===== config.mk =====
export PLATFORM = sky130hd
export DESIGN_NAME = dsf_front_flat
export DESIGN_NICKNAME = d
export VERILOG_FILES = /design/src/dsf_pkg.sv /design/src/dsf_ifs.sv /design/src/dsf_front.sv /design/src/flat_wrapper.sv
export SDC_FILE = /design/constraint.sdc
export NUM_CORES = 1
export LEC_CHECK = 0
export BUFFER_PORTS_ARGS = -buffer_cell sky130_fd_sc_hd__buf_2
export CAP_MARGIN = 20
export CORE_AREA = 4 4 222 224
export DETAILED_ROUTE_END_ITERATION = 10
export DIE_AREA = 0 0 226 228
export MAX_ROUTING_LAYER = met4
export PLACE_DENSITY = 0.7
export SLEW_MARGIN = 10
export SYNTH_ARGS = -nofsm -noshare
export SYNTH_HDL_FRONTEND = slang
export SYNTH_SLANG_ARGS = --single-unit

===== constraint.sdc =====
create_clock -name clk -period 5.3 [get_ports clk]
set_input_delay 0.265 -clock clk [delete_from_list [all_inputs] [get_ports clk]]
set_output_delay 0.265 -clock clk [all_outputs]
set_load 0.01 [all_outputs]

===== src/dsf_pkg.sv =====
// ----------------------------------------------------------------------------
// Damped spring force package
// Shared widths, register codes, pipeline stage numbers, payload types and
// saturation helpers for the damped spring force block.
// ----------------------------------------------------------------------------
package dsf_pkg;

    localparam int FRAC_BITS = 16;
    localparam int LEN_W     = 32;
    localparam int QW        = FRAC_BITS + 1;
    localparam int UW        = FRAC_BITS + 2;
    localparam int PW        = 32 + UW;
    localparam int WW        = 80;

    localparam int CFG_IDX_W = 2;
    localparam logic [CFG_IDX_W-1:0] REG_STRETCH  = 2'd0;
    localparam logic [CFG_IDX_W-1:0] REG_COMPRESS = 2'd1;
    localparam logic [CFG_IDX_W-1:0] REG_DAMP     = 2'd2;
    localparam logic [CFG_IDX_W-1:0] REG_REST     = 2'd3;

    localparam logic signed [31:0] GAIN_RESET = 32'(100 << FRAC_BITS);

    localparam int QDEPTH = 4;
    localparam int QAW    = $clog2(QDEPTH);

    localparam int STG_SQ    = 0;
    localparam int STG_SUM   = 1;
    localparam int STG_RT0   = 2;
    localparam int STG_DINIT = STG_RT0 + LEN_W;
    localparam int STG_DV0   = STG_DINIT + 1;
    localparam int STG_UNIT  = STG_DV0 + QW;
    localparam int STG_PDV   = STG_UNIT + 1;
    localparam int STG_PROJ  = STG_PDV + 1;
    localparam int STG_KP    = STG_PROJ + 1;
    localparam int STG_SCL   = STG_KP + 1;
    localparam int STG_MP    = STG_SCL + 1;
    localparam int STG_FIN   = STG_MP + 1;
    localparam int NSTG      = STG_FIN + 1;

    localparam logic signed [WW-1:0] W_MAX = WW'(64'sd2147483647);
    localparam logic signed [WW-1:0] W_MIN = ~W_MAX;

    typedef struct packed {
        logic signed [31:0] end1_pos_x;
        logic signed [31:0] end1_pos_y;
        logic signed [31:0] end1_pos_z;
        logic signed [31:0] end2_pos_x;
        logic signed [31:0] end2_pos_y;
        logic signed [31:0] end2_pos_z;
        logic signed [31:0] end1_vel_x;
        logic signed [31:0] end1_vel_y;
        logic signed [31:0] end1_vel_z;
        logic signed [31:0] end2_vel_x;
        logic signed [31:0] end2_vel_y;
        logic signed [31:0] end2_vel_z;
    } in_item_t;

    typedef struct packed {
        logic signed [31:0] force_x;
        logic signed [31:0] force_y;
        logic signed [31:0] force_z;
        logic               force_applied;
        logic               saturated;
    } out_item_t;

    typedef struct packed {
        logic signed [31:0] stretch;
        logic signed [31:0] compress;
        logic signed [31:0] damp;
        logic [30:0]        rest;
    } cfg_t;

    typedef struct {
        logic signed [31:0] d [3];
        logic signed [31:0] dv [3];
        logic               sat_d;
        logic               sat_v;
    } fq_t;

    typedef struct {
        logic signed [31:0]   d [3];
        logic signed [31:0]   dv [3];
        logic                 sat;
        logic                 sat_v;
        logic [62:0]          sq [3];
        logic [63:0]          rem;
        logic [LEN_W-1:0]     root;
        logic [32:0]          drem [3];
        logic [QW-1:0]        q [3];
        logic signed [UW-1:0] u [3];
        logic signed [31:0]   e;
        logic                 stretched;
        logic signed [PW-1:0] pdv [3];
        logic signed [63:0]   ee;
        logic signed [31:0]   proj;
        logic [30:0]          sqc;
        logic signed [63:0]   kp;
        logic signed [63:0]   mg;
        logic signed [31:0]   s;
        logic signed [31:0]   mag;
        logic signed [PW-1:0] sp [3];
        logic signed [PW-1:0] mp [3];
        out_item_t            res;
    } bk_t;

    function automatic logic ovf32(input logic signed [WW-1:0] x);
        return (x > W_MAX) || (x < W_MIN);
    endfunction

    function automatic logic signed [31:0] clip32(input logic signed [WW-1:0] x);
        logic signed [31:0] r;
        if (x > W_MAX)
        begin
            r = 32'sh7fffffff;
        end
        else if (x < W_MIN)
        begin
            r = 32'sh80000000;
        end
        else
        begin
            r = $signed(x[31:0]);
        end
        return r;
    endfunction

endpackage


===== src/dsf_ifs.sv =====
// ----------------------------------------------------------------------------
// Damped spring force channels
// Valid/ready channels for input beats, result beats and register writes.
// ----------------------------------------------------------------------------
interface dsf_in_if import dsf_pkg::*; ();
    logic     valid;
    logic     ready;
    in_item_t data;
    modport source (output valid, output data, input ready);
    modport sink (input valid, input data, output ready);
endinterface



===== src/dsf_front.sv =====
// ----------------------------------------------------------------------------
// Damped spring force front end
// Accepts input beats, forms the clamped position and velocity differences
// and hands them to the queue.
// ----------------------------------------------------------------------------
module dsf_front import dsf_pkg::*; (
    input  logic        clk,
    input  logic        rst_n,
    dsf_in_if.sink      item,
    output fq_t         push_data,
    output logic        push_valid,
    input  logic        push_ready
);

    fq_t  stage_reg;
    fq_t  stage_next;
    logic vld_reg;
    logic vld_next;
    logic accept;

    assign item.ready = !vld_reg || push_ready;
    assign accept     = item.valid && item.ready;
    assign push_valid = vld_reg;
    assign push_data  = stage_reg;

    always_comb
    begin
        logic signed [31:0] p1 [3];
        logic signed [31:0] p2 [3];
        logic signed [31:0] v1 [3];
        logic signed [31:0] v2 [3];
        logic signed [WW-1:0] t;
        p1[0] = item.data.end1_pos_x;
        p1[1] = item.data.end1_pos_y;
        p1[2] = item.data.end1_pos_z;
        p2[0] = item.data.end2_pos_x;
        p2[1] = item.data.end2_pos_y;
        p2[2] = item.data.end2_pos_z;
        v1[0] = item.data.end1_vel_x;
        v1[1] = item.data.end1_vel_y;
        v1[2] = item.data.end1_vel_z;
        v2[0] = item.data.end2_vel_x;
        v2[1] = item.data.end2_vel_y;
        v2[2] = item.data.end2_vel_z;
        stage_next.sat_d = 1'b0;
        stage_next.sat_v = 1'b0;
        for (int i = 0; i < 3; i++)
        begin
            t = WW'(p2[i]) - WW'(p1[i]);
            stage_next.d[i] = clip32(t);
            stage_next.sat_d = stage_next.sat_d | ovf32(t);
            t = WW'(v2[i]) - WW'(v1[i]);
            stage_next.dv[i] = clip32(t);
            stage_next.sat_v = stage_next.sat_v | ovf32(t);
        end
        if (accept)
        begin
            vld_next = 1'b1;
        end
        else if (push_ready)
        begin
            vld_next = 1'b0;
        end
        else
        begin
            vld_next = vld_reg;
        end
    end

    always_ff @(posedge clk or negedge rst_n)
    begin
        if (!rst_n)
        begin
            vld_reg <= 1'b0;
        end
        else
        begin
            vld_reg <= vld_next;
        end
    end

    always_ff @(posedge clk)
    begin
        if (accept)
        begin
            stage_reg <= stage_next;
        end
    end

endmodule


===== src/flat_wrapper.sv =====
// flat-port wrapper written by rule: the top's interface ports become plain ports
module dsf_front_flat import dsf_pkg::*;
  (clk, rst_n, push_data, push_valid, push_ready, item_valid, item_data, item_ready);
  dsf_in_if item_i ();
  input  logic clk;
  input  logic rst_n;
  output fq_t push_data;
  output logic push_valid;
  input  logic push_ready;
  input wire logic [$bits(item_i.valid)-1:0] item_valid;
  input wire logic [$bits(item_i.data)-1:0] item_data;
  output wire logic [$bits(item_i.ready)-1:0] item_ready;
  assign item_i.valid = item_valid;
  assign item_i.data = item_data;
  assign item_ready = item_i.ready;
  dsf_front u_core (.clk(clk), .rst_n(rst_n), .item(item_i), .push_data(push_data), .push_valid(push_valid), .push_ready(push_ready));
endmodule

======== Word level (Yosys, flattened, before mapping) ========
Cells that the tools add are included.
storage, ports and cells
  bits in registers ....................... 195
  bits of input ports ..................... 388
  output and inout port bits .............. 196
cells by class
  bitwise operators ....................... 4
  reduce and logical (&&, ||, !) cells .... 10
  order comparisons ....................... 12
  muxes and demuxes ....................... 8
  $add $sub $neg .......................... 6
operators by type and width
  cell                                                                               count
  80-bit by 32-bit greater-than comparator with 1-bit output, second input constant  6
  80-bit by 32-bit less-than comparator with 1-bit output, second input constant     6
  32-bit by 32-bit subtractor with 33-bit output                                     6
  32-bit 2-to-1 mux                                                                  6
  1-bit logical OR                                                                   7
  1-bit OR                                                                           4
  1-bit 2-to-1 mux                                                                   2
  2-bit nonzero test                                                                 1
  1-bit logical AND                                                                  1
  1-bit zero test                                                                    1

======== Logic depth before layout (Yosys ltp) ========
  word-level depth ........................ 5
  mapped depth ............................ 14
  depth with buffers taken out ............ 13

======== Worst setup path before layout ========
OpenSTA, ideal clock, no wires.
  path kind ............................... reg2reg
  from .................................... register u_core.vld_reg, in the netlist u_core.push_valid
  to ...................................... register u_core.stage_reg, in the netlist u_core.push_data[0] (enable)
  path buffers ............................ 0
  setup slack ............................. -0.311 ns
  period minus slack after synthesis ...... 5.611 ns
  library setup time ...................... 0.579 ns
  cell stages (with the launch flop) ...... 3
  arrival time ............................ 5.032 ns
  cells stage by stage .................... dfrtp_1 nand2b_1 and2_1
between the ends
  cells in the longest elaborated chain, start to end .. 3
RTL lines
  what                     line                text
  from (decl)              dsf_front.sv:17     logic vld_reg;
  from (signal assigned)   dsf_front.sv:78     vld_reg <= vld_next;
  1-bit zero test          dsf_front.sv:21     assign item.ready = !vld_reg || push_ready;
  1-bit logical OR         dsf_front.sv:21
  named net item_ready     flat_wrapper.sv:12  output wire logic [$bits(item_i.ready)-1:0] item_ready;
  1-bit logical AND        dsf_front.sv:22     assign accept = item.valid && item.ready;
  named net u_core.accept  dsf_front.sv:19     logic accept;
  to (signal assigned)     dsf_front.sv:86     stage_reg <= stage_next;
  to (decl)                dsf_front.sv:15     fq_t stage_reg;
The timed path passes the listed nets, and every way through them passes these cells.
A chain may end at the register's enable or synchronous reset.

======== Worst setup path after layout ========
  from .................................... input item_data[64]
  to ...................................... register u_core.stage_reg, in the netlist u_core.push_data[77], data pin
between the ends
  cells in the longest elaborated chain, start to end .. 3
  elaborated cells on any way between the ends .. 4
  those cells by class .................... add/sub: 1; order compare: 2; mux: 1
RTL lines
  what                                                     line                text
  from (decl)                                              flat_wrapper.sv:11  input wire logic [$bits(item_i.data)-1:0] item_data;
  32-bit by 32-bit subtractor with 33-bit output (*)       dsf_front.sv:52     t = WW'(v2[i]) - WW'(v1[i]);
  80-bit by 32-bit less-than comparator with 1-bit output  dsf_pkg.sv:116      else if (x < W_MIN)
  32-bit 2-to-1 mux                                        dsf_pkg.sv:116
Mark *: on every way between the ends. The rest lies on a longest branch, timed or not.

==> impl_metrics.yaml <==
setup_path:
  critPathKind: "in2reg"
  cp-end-kind: "register"
  cp_slowest_cell: "nand2_1"
  worstPathArrival_ns: 4.28
  r2r_cells: 3
  r2r-start: "u_core.push_valid"
  r2r_slack_ns: 3.03
  start_kind: "primary input"
  cp_max_fo: 27
  worst_path_largest_cell_delay_ns: 0.65
  timing.rr.end: "u_core.push_data[143]"
  path_cells: "buf_2 > inv_1 > ha_1 > fa_1 > nor2b_1 > o31ai_1 > a211oi_1 > nor2_1 > o21ai_0 > a31oi_1 > or3_1 > a22oi_2 > nand2_1 > a21oi_1"
  required_ns: 5.61
placed_design:
  dp_hpwl_um: 50500
  io_buffers: 583
  place.gp.congestion: 0.947
synth:
  ys_ff_latch: 195
  synthCells: 1982
  yosysWarnings: 0
  yosys_most_used_dff: "edfxtp_1"
  synth.largest_area_cell: "edfxtp_1"
  synth_commonest_cells: "inv_1 (245), a21oi_1 (237), ha_1 (196)"
  synth_cell_types: 84
  syn_avg_cell_area_um2: 8.96
  async_flop_share_pct: 0.513
  syn_nets: 2572
  seq_area_frac_synth_pct: 33.0
  synth_top_area_share_pct: 32.8
  synth_area_leaders: "edfxtp_1 (33%), ha_1 (14%), a21oi_1 (6.7%)"
  synth_edf_count: 194
  synth_area_um2: 17800
  yosysMostFrequentCell: "inv_1"
pwr:
  power_mw: 5.94
  pwr_density_cell_nw_per_um2: 270
  p_leak_nw: 10.6
  peakVddDrop_mv: 0.172
final_layout:
  final_core_util_pct: 46.5
  fillers: 4616
  drive_above_1_share_pct: 26.7
  area.growth.synth_to_final_pct: 24.0
  layout.nets: 3137
floorplan:
  core_um2: 47300
  die_w_um: 226
  fp.dieH_um: 228
  boundaryPins: 584
  start_util_pct: 37.5
  die-area_um2: 51500
  rows: 80
detailed_routing:
  drt_iter0_markers: 1226
  ant_nets: 0
  wirelength_um: 61900
  wl_per_cell_um: 19.4
  post_drt_via_cell_ratio: 5.46
  route.detailed.drc: 0
  dr.pass1.iters: 8
  vias: 17372
sta:
  timing.hold.ws_ns: 0.0977
  fin_worst_skew_ns: 0.0117
  fmax_mhz: 252
  rsz0062_at_grt: "false"
  hold_viol: 0
  finalSetupViolCount: 0
  min_period_ns: 3.96
  setup_tns_ns: 0
  worst_pin_slew_ns: 0.972
  drv_slew: 0
  fin_crit_sh_pct: 74.8
  relSlewSlack_pct: 33.5
cts:
  clk-insertion-delay-late_ns: 0.50
  cts.sinks: 195
  cts_buffer_depth: 2
  post_cts_buffers: 0
  cts_root_buffer: "clkbuf_16"
  path_clk_slew_ns: 0.08
  cts_tree: "built"
  cts_made_buffers: 17
  h-tree-depth: 4
global_routing:
  grt.overflow.total: 0
  grt_pass1_wl_um: 94300
  grtUsageTotal_pct: 23.7
  antenna_found_initial: 11
  grt_max_degree: 104
  grt_pass1_vias: 17350
min_path:
  hp-class: "in2async"
job:
  max_cap_violations: 0
run_status:
  outcome: "finished clean"
## area by class of cell
class                      instances  area (um2)  area share, %
antenna                            9        22.5          0.102
clock buffer                      19         433           1.97
clock inverter                    13         170          0.773
inverter                         245         920           4.18
multi-input combinational       1485       10800           48.9
sequential                       195        5850           26.6
tap                              615         769           3.50
timing repair buffer             603        3090           14.0
## logic make-up (layout without fill, tap and decap cells)
group                      Yosys count  in the layout  synth area share (%)
AOI/OAI and AO/OA                  689            689                  24.4
other                                0              9                     0
muxes                                2              2                 0.113
adders and majority gates          244            244                  17.0
and+or+nand+nor                    383            383                  10.7
DFF                                195            195                  33.0
buffers and inverters              302            880                  6.56
xor gates and xnor gates           167            167                  8.28
## metrics by stage
step | cells | setup slack [ns] | cell area, um2
2_1_floorplan | 1982 | 1.87 | 17800
6_report | 3184 | 1.34 | 22000
4_1_cts | 3175 | 1.42 | 22000
3_5_place_dp | 3141 | 0.886 | 21400
5_1_grt | 3182 | 1.02 | 22000
3_3_place_gp | 3141 | 1.12 | 21400
## routing by layer
layer | up-vias | track usage (%) | share of wire, %
met1 | 8124 | 27.9 | 40
met2 | 798 | 40.4 | 49
met5 | - | - | 0
li1 | 8351 | - | -
met4 | 0 | 8.00 | 3.3
met3 | 99 | 5.04 | 7.5
## what timing repair did
item | in CTS | in global routing
resized for setup | 0 | 0
hold buffers | 2 | 0
endpoints found under the hold margin | 2 | 0
## layout by cell type, fill, tap and decap left out, types with 18 or more instances in the layout
| cell | count |
|---|---|
| buf_2 | 583 |
| xnor2_1 | 94 |
| nand3_1 | 36 |
| inv_1 | 245 |
| edfxtp_1 | 194 |
| ha_1 | 196 |
| o21ai_0 | 155 |
| a21o_1 | 101 |
| xor2_1 | 71 |
| nor2_1 | 81 |
| and3_1 | 18 |
| nand2_1 | 111 |
| nor2b_1 | 26 |
| nand4_1 | 23 |
| nand2b_1 | 26 |
| o21bai_1 | 22 |
| o21a_1 | 20 |
| maj3_2 | 26 |
| a21oi_1 | 237 |
| a31oi_1 | 25 |
## sequential cells by signal, indices dropped and copies added (netlist names)
| register | cells |
|---|---|
| u_core.push_data | 194 |
| u_core.push_valid | 1 |
## worst max-delay path by stage
stage                            from                    to  slack [ns]  depth (start not counted)
floorplan           u_core.push_valid   u_core.push_data[0]        1.87                          2
global placement        item_data[64]  u_core.push_data[95]        1.12                         14
detailed placement      item_data[64]  u_core.push_data[77]        0.89                         14
CTS                     item_data[64]  u_core.push_data[77]        1.42                         14
global route            item_data[64]  u_core.push_data[75]        1.02                         14
finish                  item_data[64]  u_core.push_data[77]        1.34                         14
## power breakdown
part	internal, mW	switching (mW)
registers	2.04	0.0743
clock network	0.715	0.689
logic	1.00	1.42
## critical path: cells and delay by family
kind	cells	cell delay [ns]
AOI/OAI and AO/OA	6	1.88
and+or+nand+nor	4	1.37
adders and majority gates	2	0.64
buffers and inverters	2	0.13
Note: power is estimated with default switching activity, not from simulation.
