[src/dsf_pkg.sv]
// ----------------------------------------------------------------------------
// Damped spring force package
// Shared widths, register codes, pipeline stage numbers, payload types and
// saturation helpers for the damped spring force block.
// ----------------------------------------------------------------------------
package dsf_pkg;

    localparam int FRAC_BITS = 16;
    localparam int LEN_W     = 32;
    localparam int QW        = FRAC_BITS + 1;
    localparam int UW        = FRAC_BITS + 2;
    localparam int PW        = 32 + UW;
    localparam int WW        = 80;

    localparam int CFG_IDX_W = 2;
    localparam logic [CFG_IDX_W-1:0] REG_STRETCH  = 2'd0;
    localparam logic [CFG_IDX_W-1:0] REG_COMPRESS = 2'd1;
    localparam logic [CFG_IDX_W-1:0] REG_DAMP     = 2'd2;
    localparam logic [CFG_IDX_W-1:0] REG_REST     = 2'd3;

    localparam logic signed [31:0] GAIN_RESET = 32'(100 << FRAC_BITS);

    localparam int QDEPTH = 4;
    localparam int QAW    = $clog2(QDEPTH);

    localparam int STG_SQ    = 0;
    localparam int STG_SUM   = 1;
    localparam int STG_RT0   = 2;
    localparam int STG_DINIT = STG_RT0 + LEN_W;
    localparam int STG_DV0   = STG_DINIT + 1;
    localparam int STG_UNIT  = STG_DV0 + QW;
    localparam int STG_PDV   = STG_UNIT + 1;
    localparam int STG_PROJ  = STG_PDV + 1;
    localparam int STG_KP    = STG_PROJ + 1;
    localparam int STG_SCL   = STG_KP + 1;
    localparam int STG_MP    = STG_SCL + 1;
    localparam int STG_FIN   = STG_MP + 1;
    localparam int NSTG      = STG_FIN + 1;

    localparam logic signed [WW-1:0] W_MAX = WW'(64'sd2147483647);
    localparam logic signed [WW-1:0] W_MIN = ~W_MAX;

    typedef struct packed {
        logic signed [31:0] end1_pos_x;
        logic signed [31:0] end1_pos_y;
        logic signed [31:0] end1_pos_z;
        logic signed [31:0] end2_pos_x;
        logic signed [31:0] end2_pos_y;
        logic signed [31:0] end2_pos_z;
        logic signed [31:0] end1_vel_x;
        logic signed [31:0] end1_vel_y;
        logic signed [31:0] end1_vel_z;
        logic signed [31:0] end2_vel_x;
        logic signed [31:0] end2_vel_y;
        logic signed [31:0] end2_vel_z;
    } in_item_t;

    typedef struct packed {
        logic signed [31:0] force_x;
        logic signed [31:0] force_y;
        logic signed [31:0] force_z;
        logic               force_applied;
        logic               saturated;
    } out_item_t;

    typedef struct packed {
        logic signed [31:0] stretch;
        logic signed [31:0] compress;
        logic signed [31:0] damp;
        logic [30:0]        rest;
    } cfg_t;

    typedef struct {
        logic signed [31:0] d [3];
        logic signed [31:0] dv [3];
        logic               sat_d;
        logic               sat_v;
    } fq_t;

    typedef struct {
        logic signed [31:0]   d [3];
        logic signed [31:0]   dv [3];
        logic                 sat;
        logic                 sat_v;
        logic [62:0]          sq [3];
        logic [63:0]          rem;
        logic [LEN_W-1:0]     root;
        logic [32:0]          drem [3];
        logic [QW-1:0]        q [3];
        logic signed [UW-1:0] u [3];
        logic signed [31:0]   e;
        logic                 stretched;
        logic signed [PW-1:0] pdv [3];
        logic signed [63:0]   ee;
        logic signed [31:0]   proj;
        logic [30:0]          sqc;
        logic signed [63:0]   kp;
        logic signed [63:0]   mg;
        logic signed [31:0]   s;
        logic signed [31:0]   mag;
        logic signed [PW-1:0] sp [3];
        logic signed [PW-1:0] mp [3];
        out_item_t            res;
    } bk_t;

    function automatic logic ovf32(input logic signed [WW-1:0] x);
        return (x > W_MAX) || (x < W_MIN);
    endfunction

    function automatic logic signed [31:0] clip32(input logic signed [WW-1:0] x);
        logic signed [31:0] r;
        if (x > W_MAX)
        begin
            r = 32'sh7fffffff;
        end
        else if (x < W_MIN)
        begin
            r = 32'sh80000000;
        end
        else
        begin
            r = $signed(x[31:0]);
        end
        return r;
    endfunction

endpackage

[src/dsf_queue.sv]
// ----------------------------------------------------------------------------
// Damped spring force queue
// Short first-in first-out buffer between the front end and the pipeline.
// ----------------------------------------------------------------------------
module dsf_queue import dsf_pkg::*; (
    input  logic clk,
    input  logic rst_n,
    input  fq_t  push_data,
    input  logic push_valid,
    output logic push_ready,
    output fq_t  head,
    output logic head_valid,
    input  logic pop
);

    fq_t            slot_reg [QDEPTH];
    logic [QAW-1:0] wr_reg;
    logic [QAW-1:0] wr_next;
    logic [QAW-1:0] rd_reg;
    logic [QAW-1:0] rd_next;
    logic [QAW:0]   cnt_reg;
    logic [QAW:0]   cnt_next;
    logic           do_push;
    logic           do_pop;

    assign push_ready = cnt_reg != (QAW+1)'(QDEPTH);
    assign head_valid = cnt_reg != '0;
    assign head       = slot_reg[rd_reg];
    assign do_push    = push_valid && push_ready;
    assign do_pop     = pop && head_valid;

    always_comb
    begin
        wr_next  = do_push ? wr_reg + 1'b1 : wr_reg;
        rd_next  = do_pop ? rd_reg + 1'b1 : rd_reg;
        cnt_next = cnt_reg + (QAW+1)'(do_push) - (QAW+1)'(do_pop);
    end

    always_ff @(posedge clk or negedge rst_n)
    begin
        if (!rst_n)
        begin
            wr_reg  <= '0;
            rd_reg  <= '0;
            cnt_reg <= '0;
        end
        else
        begin
            wr_reg  <= wr_next;
            rd_reg  <= rd_next;
            cnt_reg <= cnt_next;
        end
    end

    always_ff @(posedge clk)
    begin
        if (do_push)
        begin
            slot_reg[wr_reg] <= push_data;
        end
    end

endmodule

[config.mk]
export PLATFORM = sky130hd
export DESIGN_NAME = dsf_queue
export DESIGN_NICKNAME = d
export VERILOG_FILES = /design/src/dsf_pkg.sv /design/src/dsf_queue.sv
export SDC_FILE = /design/constraint.sdc
export NUM_CORES = 1
export LEC_CHECK = 0
export BUFFER_PORTS_ARGS = -buffer_cell sky130_fd_sc_hd__buf_2
export CAP_MARGIN = 25
export CORE_MARGIN = 10
export CORE_UTILIZATION = 40
export CTS_CLUSTER_SIZE = 14
export DETAILED_ROUTE_END_ITERATION = 16
export PLACE_DENSITY = 0.6
export RECOVER_POWER = 50
export SYNTH_ARGS = -nofsm -noshare
export SYNTH_HDL_FRONTEND = slang
export SYNTH_SLANG_ARGS = --single-unit
[constraint.sdc]
create_clock -name clk -period 9.3 [get_ports clk]
set_input_delay 0.465 -clock clk [delete_from_list [all_inputs] [get_ports clk]]
set_output_delay 0.465 -clock clk [all_outputs]
set_load 0.01 [all_outputs]
======== Word level (Yosys, flattened, before mapping) ========
Memories as Yosys holds them, arrays and structs flattened.
Index checks and enable logic that the tools add are counted.
word-level totals
  bits in registers ....................... 7
  bits in writable memories ............... 776
  input bits .............................. 198
  output and inout port bits .............. 196
  logic and storage cells ................. 14
  memories kept ........................... 1
memory list
  memory    depth  bits a word  rd ports  clocked after Yosys merged registers in  wr ports  RTL line         text
  slot_reg  4      194          1         0                                        1         dsf_queue.sv:16  fq_t slot_reg [QDEPTH];
operators by class
  add/sub/neg operators ................... 4
  equal/unequal tests ..................... 1
  mux-type cells .......................... 2
  reduce and logical (&&, ||, !) cells .... 3
operators by type and width
  cell                                                           count
  2-bit by 1-bit adder with 2-bit output, second input constant  2
  3-bit by 1-bit adder with 3-bit output                         1
  3-bit inequality test, second input constant                   1
  3-bit nonzero test                                             1
  3-bit by 1-bit subtractor with 3-bit output                    1
  1-bit logical AND                                              2
  1-bit 2-to-1 mux                                               2

======== Longest topological paths before layout ========
Gate-level depths: netlist (run 1).
  word-level depth ........................ 4
  gate-level depth with buffers ........... 9
  depth with buffers taken out ............ 9

======== Worst setup path after synthesis (run 1) ========
OpenSTA, ideal clock, no wires.
  path kind ............................... register -> register
  from .................................... reg cnt_reg[2]
  to ...................................... mem slot_reg[0][0] in the netlist's numbering (enable)
  library setup time ...................... 0.580 ns
  arrival ................................. 5.176 ns
  data required time ...................... 8.720 ns
  path slack .............................. 3.544 ns
  cell stages (with the launch flop) ...... 3
  path buffers ............................ 0
  path through ............................ dfrtp_1 nor3b_1 and3b_1
between the ends
  longest elaborated chain between the ends .. 4
RTL lines
  what                                    RTL line         text
  start, declared                         dsf_queue.sv:21  logic [QAW:0] cnt_reg;
  start signal, assigned                  dsf_queue.sv:51  cnt_reg <= cnt_next;
  3-bit inequality test                   dsf_queue.sv:26  assign push_ready = cnt_reg != (QAW+1)'(QDEPTH);
  1-bit logical AND                       dsf_queue.sv:29  assign do_push = push_valid && push_ready;
  1-bit 2-to-1 mux                        dsf_queue.sv:57  if (do_push)
  1-bit 2-to-1 mux (not written as such)  dsf_queue.sv:59  slot_reg[wr_reg] <= push_data;
  end, declared                           dsf_queue.sv:16
No other way between the ends.

==> results.cfg, run 1 <==
[global_routing]
grt.total_usage_pct = 14.5
grt_overflow = 0
antenna_found_initial = 13
grt_pass1_wl_um = 90300
grt_max_degree = 120
grt_pass1_vias = 13800

[clock_network]
cts_resized = 0
cts_made_buffers = 82
clock-root-buffer = clkbuf_16
clk_latency_ns = 0.62
htree_levels = 3
clk_path_buf_depth = 3
clkTransAtPathRegs_ns = 0.06
cts.sinks = 783
cts_tree = yes

[drt]
drc = 0
vias = 12800
ant_nets = 0
routed_via_density = 5.08
wirelength_um = 60500
drt-initial-drc-count = 857
wl_per_cell_um = 24.1
first_pass_iters = 5

[floorplanning]
die_y_um = 287
fp.coreArea_um2 = 70400
dieWidth_um = 287
ios = 394
die_area_um2 = 82400
start_util_pct = 40.6
num_rows = 97

[critical_path]
worst-setup-path-type = flip-flop to output port
cp-end-kind = output port
rr_worst_depth = 4
rrSetupSlack_ns = 4.73
start_kind = flip-flop
critPathRequiredTime_ns = 8.84
worstPathMaxFanout = 48
critPathArrivalTime_ns = 5.15

[logic_synthesis]
synth_nets = 1260
synth_cell_type_count = 22
async_reset_ff_share_pct = 0.894
syn_inst = 1055
synth-edff-count = 776
yosysWarnings = 0
postSynthAreaPerCell_um2 = 27.1
synth_ff_type = edfxtp_1
yosysSeqAreaShare_pct = 82.2
syn_area_um2 = 28500
ys_ff_latch = 783

[timing]
fin_crit_sh_pct = 60.4
rsz0062_at_grt = no
finalCriticalPeriod_ns = 5.62
finClkSkew_ns = 0.0196
fmaxAchievable_mhz = 178
worst_pin_slew_ns = 2.88
relSlewSlack_pct = -92.2
setup_viol = 0
setup_tns_ns = 0
slew_violations = 176
hold_violations = 0

[flow_run]
max-cap-violations = 5

[power_and_ir_drop]
power_density_nw_per_um2 = 330
ir_drop_uv = 243
power_leakage_nw = 11.1

[placement]
dp_hpwl_um = 37300
gp_congestion = 0.717
portBuffers = 393
placed_cell_area_um2 = 31600

[cells_and_area]
design_area_um2 = 34000
fillers = 5803
regArea_um2 = 23500
largest_reg_flops = 776
multiInputGateArea_um2 = 4720
drive_gt1_share_pct = 32.1
layout.nets = 1712
syn_to_final_growth_pct = 19.1

[hold_path]
hold_depth = 1
worstHoldPathType = primary input to flip-flop

[status]
status = complete, but fails checks
failed_checks = max-capacitance violations, max-slew violations
[metal layers]
metal | vias to the layer above | part of all wire [%] | track usage, % | routed length [um]
li1 | 5539 | - | - | -
met1 | 6744 | 39 | 18.2 | 23900
met2 | 351 | 52 | 24.1 | 31200
met3 | 96 | 7.0 | 4.48 | 4250
met4 | 20 | 1.7 | 4.19 | 1050
met5 | - | 0.24 | 0 | 145
[timing repair]
action | 4_1_cts | 5_1_grt
setup buffers | 0 | 0
hold buffers | 1 | 0
endpoints found under the hold margin | 7 | 0
[cells by family after synthesis]
kind of cell / after synthesis / share of synthesized area [%]
flip-flops: 783 / 82.2
multiplexers: 194 / 15.6
buffers and inverters: 50 / 1.23
AND/OR/NAND/NOR: 13 / 0.351
adder cells (fa/ha/maj): 7 / 0.333
AO/OA/AOI/OAI: 4 / 0.114
XOR/XNOR: 4 / 0.123
[where the power goes]
group | switching (mW) | internal, mW
combinational | 1.73 | 1.35
clock | 1.32 | 1.94
sequential | 0.217 | 4.66
total | 3.27 | 7.95
[layout by cell type, fill, tap and decap left out]
| cell | count |
|---|---|
| nand2_1 | 1 |
| dfrtp_4 | 2 |
| clkinv_4 | 2 |
| clkbuf_16 | 82 |
| buf_16 | 1 |
| and3b_1 | 4 |
| o31a_1 | 1 |
| mux4_1 | 23 |
| buf_4 | 15 |
| ha_1 | 6 |
| buf_2 | 197 |
| inv_6 | 3 |
| clkbuf_1 | 208 |
| dlygate4sd3_1 | 1 |
| bufinv_16 | 11 |
| dfrtp_1 | 5 |
| clkinv_1 | 18 |
| fa_1 | 1 |
| xnor2_1 | 3 |
| inv_1 | 6 |
| o311ai_0 | 1 |
| mux4_2 | 171 |
| clkinv_2 | 12 |
| clkinvlp_4 | 2 |
| nor3b_1 | 1 |
| clkinv_16 | 1 |
| nand4bb_1 | 2 |
| or3_1 | 1 |
| inv_16 | 3 |
| o211ai_1 | 2 |
| nand2b_1 | 4 |
| diode_2 | 2 |
| buf_12 | 1 |
| edfxtp_1 | 776 |
| xor2_1 | 1 |
[cells in the mapped netlist, drive strengths merged, types with 2 or more instances]
master	n	area [um2]
dfrtp	7	175
buf	39	309
nand2b	4	25.0
and3b	4	35.0
clkbuf	5	18.8
mux4	194	4460
o211ai	2	15.0
inv	6	22.5
xnor2	3	26.3
edfxtp	776	23300
ha	6	75.1
nand4bb	2	22.5
[critical path: stages, from the launching register on]
cell	delay, ns
dfrtp_4	0.78
clkbuf_1	2.09
buf_4	0.70
buf_16	0.32
mux4_2	0.40
buf_2	0.17
[worst paths after layout]
check	from	endpoint
max	rd_reg[1]	head[124]
min	push_data[189]	slot_reg[1][189]
max reg2reg	cnt_reg[1]	slot_reg[3][37]
min reg2reg	wr_reg[1]	wr_reg[1]
max in group asynchronous	rst_n	rd_reg[0]
min in group asynchronous	rst_n	rd_reg[1]
[stage by stage]
step                      std cells  total power [mW]  setup WS, ns  hold slack (ns)  util, %
after floorplan                1055              7.01          3.54            0.169        -
after global placement         2361              8.13          5.58            0.335     44.8
after detailed placement       2362              8.17          5.67            0.332     44.8
after CTS                      2508              11.5          5.12          0.00646     48.7
after global routing           2510              11.8          3.26           0.0735     48.3
final                          2510              11.2          3.68            0.103     48.3
[cell type report]
type,count,area share (%)
Antenna cell,2,0.0147
Sequential cell,783,69.1
Inverter,6,0.0662
Clock buffer,93,6.16
Clock inverter,52,1.78
Multi-Input combinational cell,222,13.9
Timing Repair Buffer,412,5.57
Tap cell,940,3.46
Note: power is estimated with default switching activity, not from simulation.
==> run 2: changes to the inputs <==
PLACE_DENSITY = 0.62   (was 0.6)
clock period = 5 ns   (was 9.3 ns; I/O delays follow)
==> results.cfg, run 2 (synthesis results as in run 1) <==
[critical_path]
worstPathMaxFanout = 103
rrSetupSlack_ns = 1.31
critPathRequiredTime_ns = 5.24
path_cells = nor3b_1 > and3b_1 > buf_12
rr_worst_depth = 3
r2r_start = cnt_reg[2]
critPathArrivalTime_ns = 3.93
slowest_delay_ns = 1.90
start_kind = flip-flop
cp-end-kind = flip-flop
critPathSlowestCell = and3b_1
rr_endpoint = slot_reg[1][188]
worst-setup-path-type = flip-flop to flip-flop

[drt]
vias = 13600
drc = 0
first_pass_iters = 5
ant_nets = 0
wl_per_cell_um = 23.0
wirelength_um = 62400
drt-initial-drc-count = 1039
routed_via_density = 5.01

[cells_and_area]
syn_to_final_growth_pct = 26.2
largest_reg_flops = 776
layout.nets = 1910
fillers = 5629
drive_gt1_share_pct = 28.5
fin_util_pct = 51.2
final_common_cell = edfxtp_1
final_cell_mix = edfxtp_1, clkbuf_1, dlygate4sd3_1, buf_2, mux4_2

[placement]
gp_congestion = 0.720
dp_hpwl_um = 37000
portBuffers = 393

[clock_network]
clk_path_buf_depth = 3
cts.sinks = 783
clk_latency_ns = 0.61
cts_resized = 0
htree_levels = 3
cts_tree = yes
cts_made_buffers = 83
clock-root-buffer = clkbuf_16
clkTransAtPathRegs_ns = 0.06

[timing]
fin_crit_sh_pct = 73.8
setup_viol = 0
slew_violations = 74
rsz0062_at_grt = no
relSlewSlack_pct = -63.3
whs_ns = 0.171
worst_pin_slew_ns = 2.45
finClkSkew_ns = 0.0177
hold_violations = 0
setup_tns_ns = 0
fmaxAchievable_mhz = 271
finalCriticalPeriod_ns = 3.69

[global_routing]
grt.total_usage_pct = 15.1
antenna_found_initial = 5
grt_pass1_vias = 15000
grt_max_degree = 109
grt_overflow = 0
grt_pass1_wl_um = 95000

[power_and_ir_drop]
power.total_mw = 20.9
power_density_nw_per_um2 = 580
ir_drop_uv = 360
power_leakage_nw = 11.9

[floorplanning]
die_area_um2 = 82400
dieWidth_um = 287
start_util_pct = 40.6
ios = 394
fp.coreArea_um2 = 70400
num_rows = 97
die_y_um = 287

[hold_path]
worstHoldPathType = primary input to async pin

[flow_run]
max-cap-violations = 2

[status]
failed_checks = max-capacitance violations, max-slew violations
status = complete, but fails checks
## run 2: cell count changes in the layout (fill, tap and decap cells not counted), moves of 5 or more
cell / previous run / this run
dlygate4sd3_1: 1 / 197
buf_4: 15 / 7
buf_12: 1 / 10
clkbuf_1: 208 / 213
bufinv_16: 11 / 5
## run 2: worst max-delay path: cells and delay by family (launching register included)
| family | cells | cell delay [ns] |
|---|---|---|
| buf+inv | 1 | 0.52 |
| flops | 1 | 0.44 |
| simple gates | 2 | 2.14 |
## run 2: what timing repair did
action | 4_1_cts | 5_1_grt
hold endpoints to repair | 786 | 0
setup buffers | 0 | 0
hold buffers | 197 | 0
## run 2: worst max-delay path by stage
stage                             to  depth (start not counted)  slack [ns]  startpoint
floorplan             slot_reg[0][0]                          2        1.48  cnt_reg[2]
global placement    slot_reg[2][191]                          3        2.17  cnt_reg[2]
detailed placement  slot_reg[2][188]                          3        2.17  cnt_reg[2]
CTS                         head[74]                          4        1.97   rd_reg[0]
global route         slot_reg[1][33]                          3        0.99  cnt_reg[1]
finish              slot_reg[1][188]                          3        1.31  cnt_reg[2]
## run 2: per-stage QoR
| step | setup slack [ns] | cell area (um2) | cells |
|---|---|---|---|
| final | 1.31 | 36000 | 2714 |
| after CTS | 1.97 | 36200 | 2709 |
| after global routing | 0.994 | 36000 | 2710 |
| after global placement | 2.17 | 31600 | 2361 |
| after floorplan | 1.48 | 28600 | 1055 |
| after detailed placement | 2.17 | 31700 | 2362 |
## run 2: layout make-up
cell class / count / area (um2) / share of cell area [%]
well taps: 940 / 1180 / 3.26
clock buffers: 102 / 2190 / 6.08
clock inverters: 48 / 419 / 1.16
diodes: 4 / 10.0 / 0.0278
repair buffers: 609 / 4000 / 11.1
inverters: 6 / 22.5 / 0.0625
multi-input cells: 222 / 4720 / 13.1
flip-flops and latches: 783 / 23500 / 65.2
## run 2: power by group
| part | internal, mW | leakage, nW | total [mW] | switching [mW] |
|---|---|---|---|---|
| Clock | 3.39 | 1.26 | 5.83 | 2.44 |
| Combinational | 2.69 | 3.44 | 6.12 | 3.43 |
| Sequential | 8.66 | 7.19 | 8.94 | 0.284 |
## run 2: routing by layer
| layer | up-vias | wire length, um | global-route usage (%) |
|---|---|---|---|
| met5 | - | 28 | 0 |
| met4 | 6 | 1320 | 4.41 |
| met3 | 101 | 4160 | 4.01 |
| met2 | 419 | 31600 | 25.0 |
| met1 | 7129 | 25300 | 19.4 |
| li1 | 5935 | - | - |
==> run 3: changes to the inputs <==
clock period = 3.03 ns   (was 5 ns; I/O delays follow)
==> results.cfg, run 3 (synthesis results as in run 1) <==
[critical_path]
rrSetupSlack_ns = 0.32
rr_endpoint = slot_reg[0][9]
slowest_delay_ns = 1.02
critical_path_depth = 4
critPathArrivalTime_ns = 2.96
cp-end-kind = flip-flop
critPathSlowestCell = and3b_1
rr_worst_depth = 4
path_cells = nor3b_1 > clkbuf_1 > and3b_1 > buf_12
critPathRequiredTime_ns = 3.28
start_kind = flip-flop
r2r_start = cnt_reg[2]
crit_buf_inv = 2
cp_top_family = simple AND/OR/NAND/NOR gates
worstPathMaxFanout = 60
worst-setup-path-type = flip-flop to flip-flop

[drt]
drc = 0
wl_per_cell_um = 23.0
ant_nets = 0
wirelength_um = 63100
vias = 13700
routed_via_density = 5.00
first_pass_iters = 5
drt-initial-drc-count = 985

[hold_path]
worstHoldPathType = primary input to flip-flop
hold_end = slot_reg[3][175]
min-delay-start = push_data[175]
hold_depth = 2

[timing]
setup_viol = 0
slew_violations = 0
rsz0062_at_grt = no
fin_crit_sh_pct = 89.6
finalCriticalPeriod_ns = 2.71
hold_violations = 0
relSlewSlack_pct = 22.6
setup_tns_ns = 0
finClkSkew_ns = 0.0268
worst_pin_slew_ns = 1.16
fmaxAchievable_mhz = 369
whs_ns = 0.334

[power_and_ir_drop]
ir_drop_uv = 568
power_leakage_nw = 12.1
seqPwrFrac_pct = 42.3
power_frac_clock_pct = 28.1
p_switching_mw = 10.2
combPwrFrac_pct = 29.6
power_density_nw_per_um2 = 960
sw_frac_of_total_pct = 29.2
p_int_mw = 24.8

[placement]
portBuffers = 393
dp_hpwl_um = 39500
gp_congestion = 0.723
place_inst = 2392

[cells_and_area]
layout.nets = 1939
largest_reg_flops = 776
final_cell_mix = edfxtp_1, clkbuf_1, dlygate4sd3_1, buf_2, mux4_2
fin_cells = 2738
drive_gt1_share_pct = 29.8
final_common_cell = edfxtp_1
syn_to_final_growth_pct = 27.6

[global_routing]
grt.total_usage_pct = 15.4
grt_max_degree = 75
antenna_found_initial = 5
grt_pass1_vias = 15200
grt_pass1_wl_um = 96300
grt_overflow = 0

[clock_network]
clkTransAtPathRegs_ns = 0.06
htree_levels = 3
clk_path_buf_depth = 3
cts.sinks = 783
clk_latency_ns = 0.61
cts_tree = yes
cts_setup_buffers = 0
clock-root-buffer = clkbuf_16
cts_made_buffers = 82
cts_resized = 0

[floorplanning]
fp.coreArea_um2 = 70400
ios = 394
num_rows = 97
start_util_pct = 40.6
dieWidth_um = 287
die_y_um = 287
die_area_um2 = 82400

[status]
status = completed

[flow_run]
max-cap-violations = 0
## run 3: cell count changes in the layout (fill, tap and decap cells not counted), moves of 3 or more
cell / before / now
buf_12: 10 / 25
buf_4: 7 / 20
bufinv_16: 5 / 8
clkbuf_1: 213 / 210
clkinvlp_4: 6 / 3
## run 3: through the flow
step                cell area, um2  setup slack (ns)  power [mW]  utilization, %
detailed placement           32100             0.750        25.6            45.6
floorplan                    28600            -0.488        21.3               -
global route                 36400             0.131        36.8            51.8
finish                       36400             0.316        35.0            51.8
CTS                          36700             0.310        35.7            52.1
global placement             32100             0.784        25.5            45.6
## run 3: power by group through the flow
stage          sequential (mW)  combinational [mW]  clock [mW]
2_1_floorplan             14.9                6.31           0
3_3_place_gp              14.9                10.6           0
3_5_place_dp              15.1                10.5           0
4_1_cts                   14.8                10.8        10.1
5_1_grt                   15.0                11.2        10.6
6_report                  14.8                10.4        9.82
## run 3: layout make-up
cell class	instances	area, um2
well taps	940	1180
clock inverters	47	475
flip-flops and latches	783	23500
fillers	5605	34000
clock buffers	99	2180
inverters	6	22.5
multi-input cells	222	4720
diodes	2	5.00
repair buffers	639	4370
## run 3: per-layer routing
metal	track usage, %	wire length (um)	up-vias
li1	-	-	5999
met1	19.2	25200	7232
met2	26.2	32900	357
met3	3.93	3810	84
met4	4.35	1110	6
met5	0	34	-
## run 3: how the worst max path moves through the flow
stage          slack, ns              to  startpoint
2_1_floorplan      -0.49  slot_reg[0][0]  cnt_reg[2]
3_3_place_gp        0.78      cnt_reg[2]  cnt_reg[1]
3_5_place_dp        0.75      cnt_reg[2]  cnt_reg[1]
4_1_cts             0.31       head[173]   rd_reg[0]
5_1_grt             0.13  slot_reg[0][9]  cnt_reg[2]
6_report            0.32  slot_reg[0][9]  cnt_reg[2]
## run 3: worst register-to-register path, stage by stage, from the launching register on
cell	delay, ns
dfrtp_1	0.45
nor3b_1	0.17
clkbuf_1	0.19
and3b_1	1.02
buf_12	0.44
## run 3: timing repair
item                       4_1_cts  5_1_grt
setup endpoints to repair        0        0
hold endpoints to repair       787        0
hold buffers                   198        0
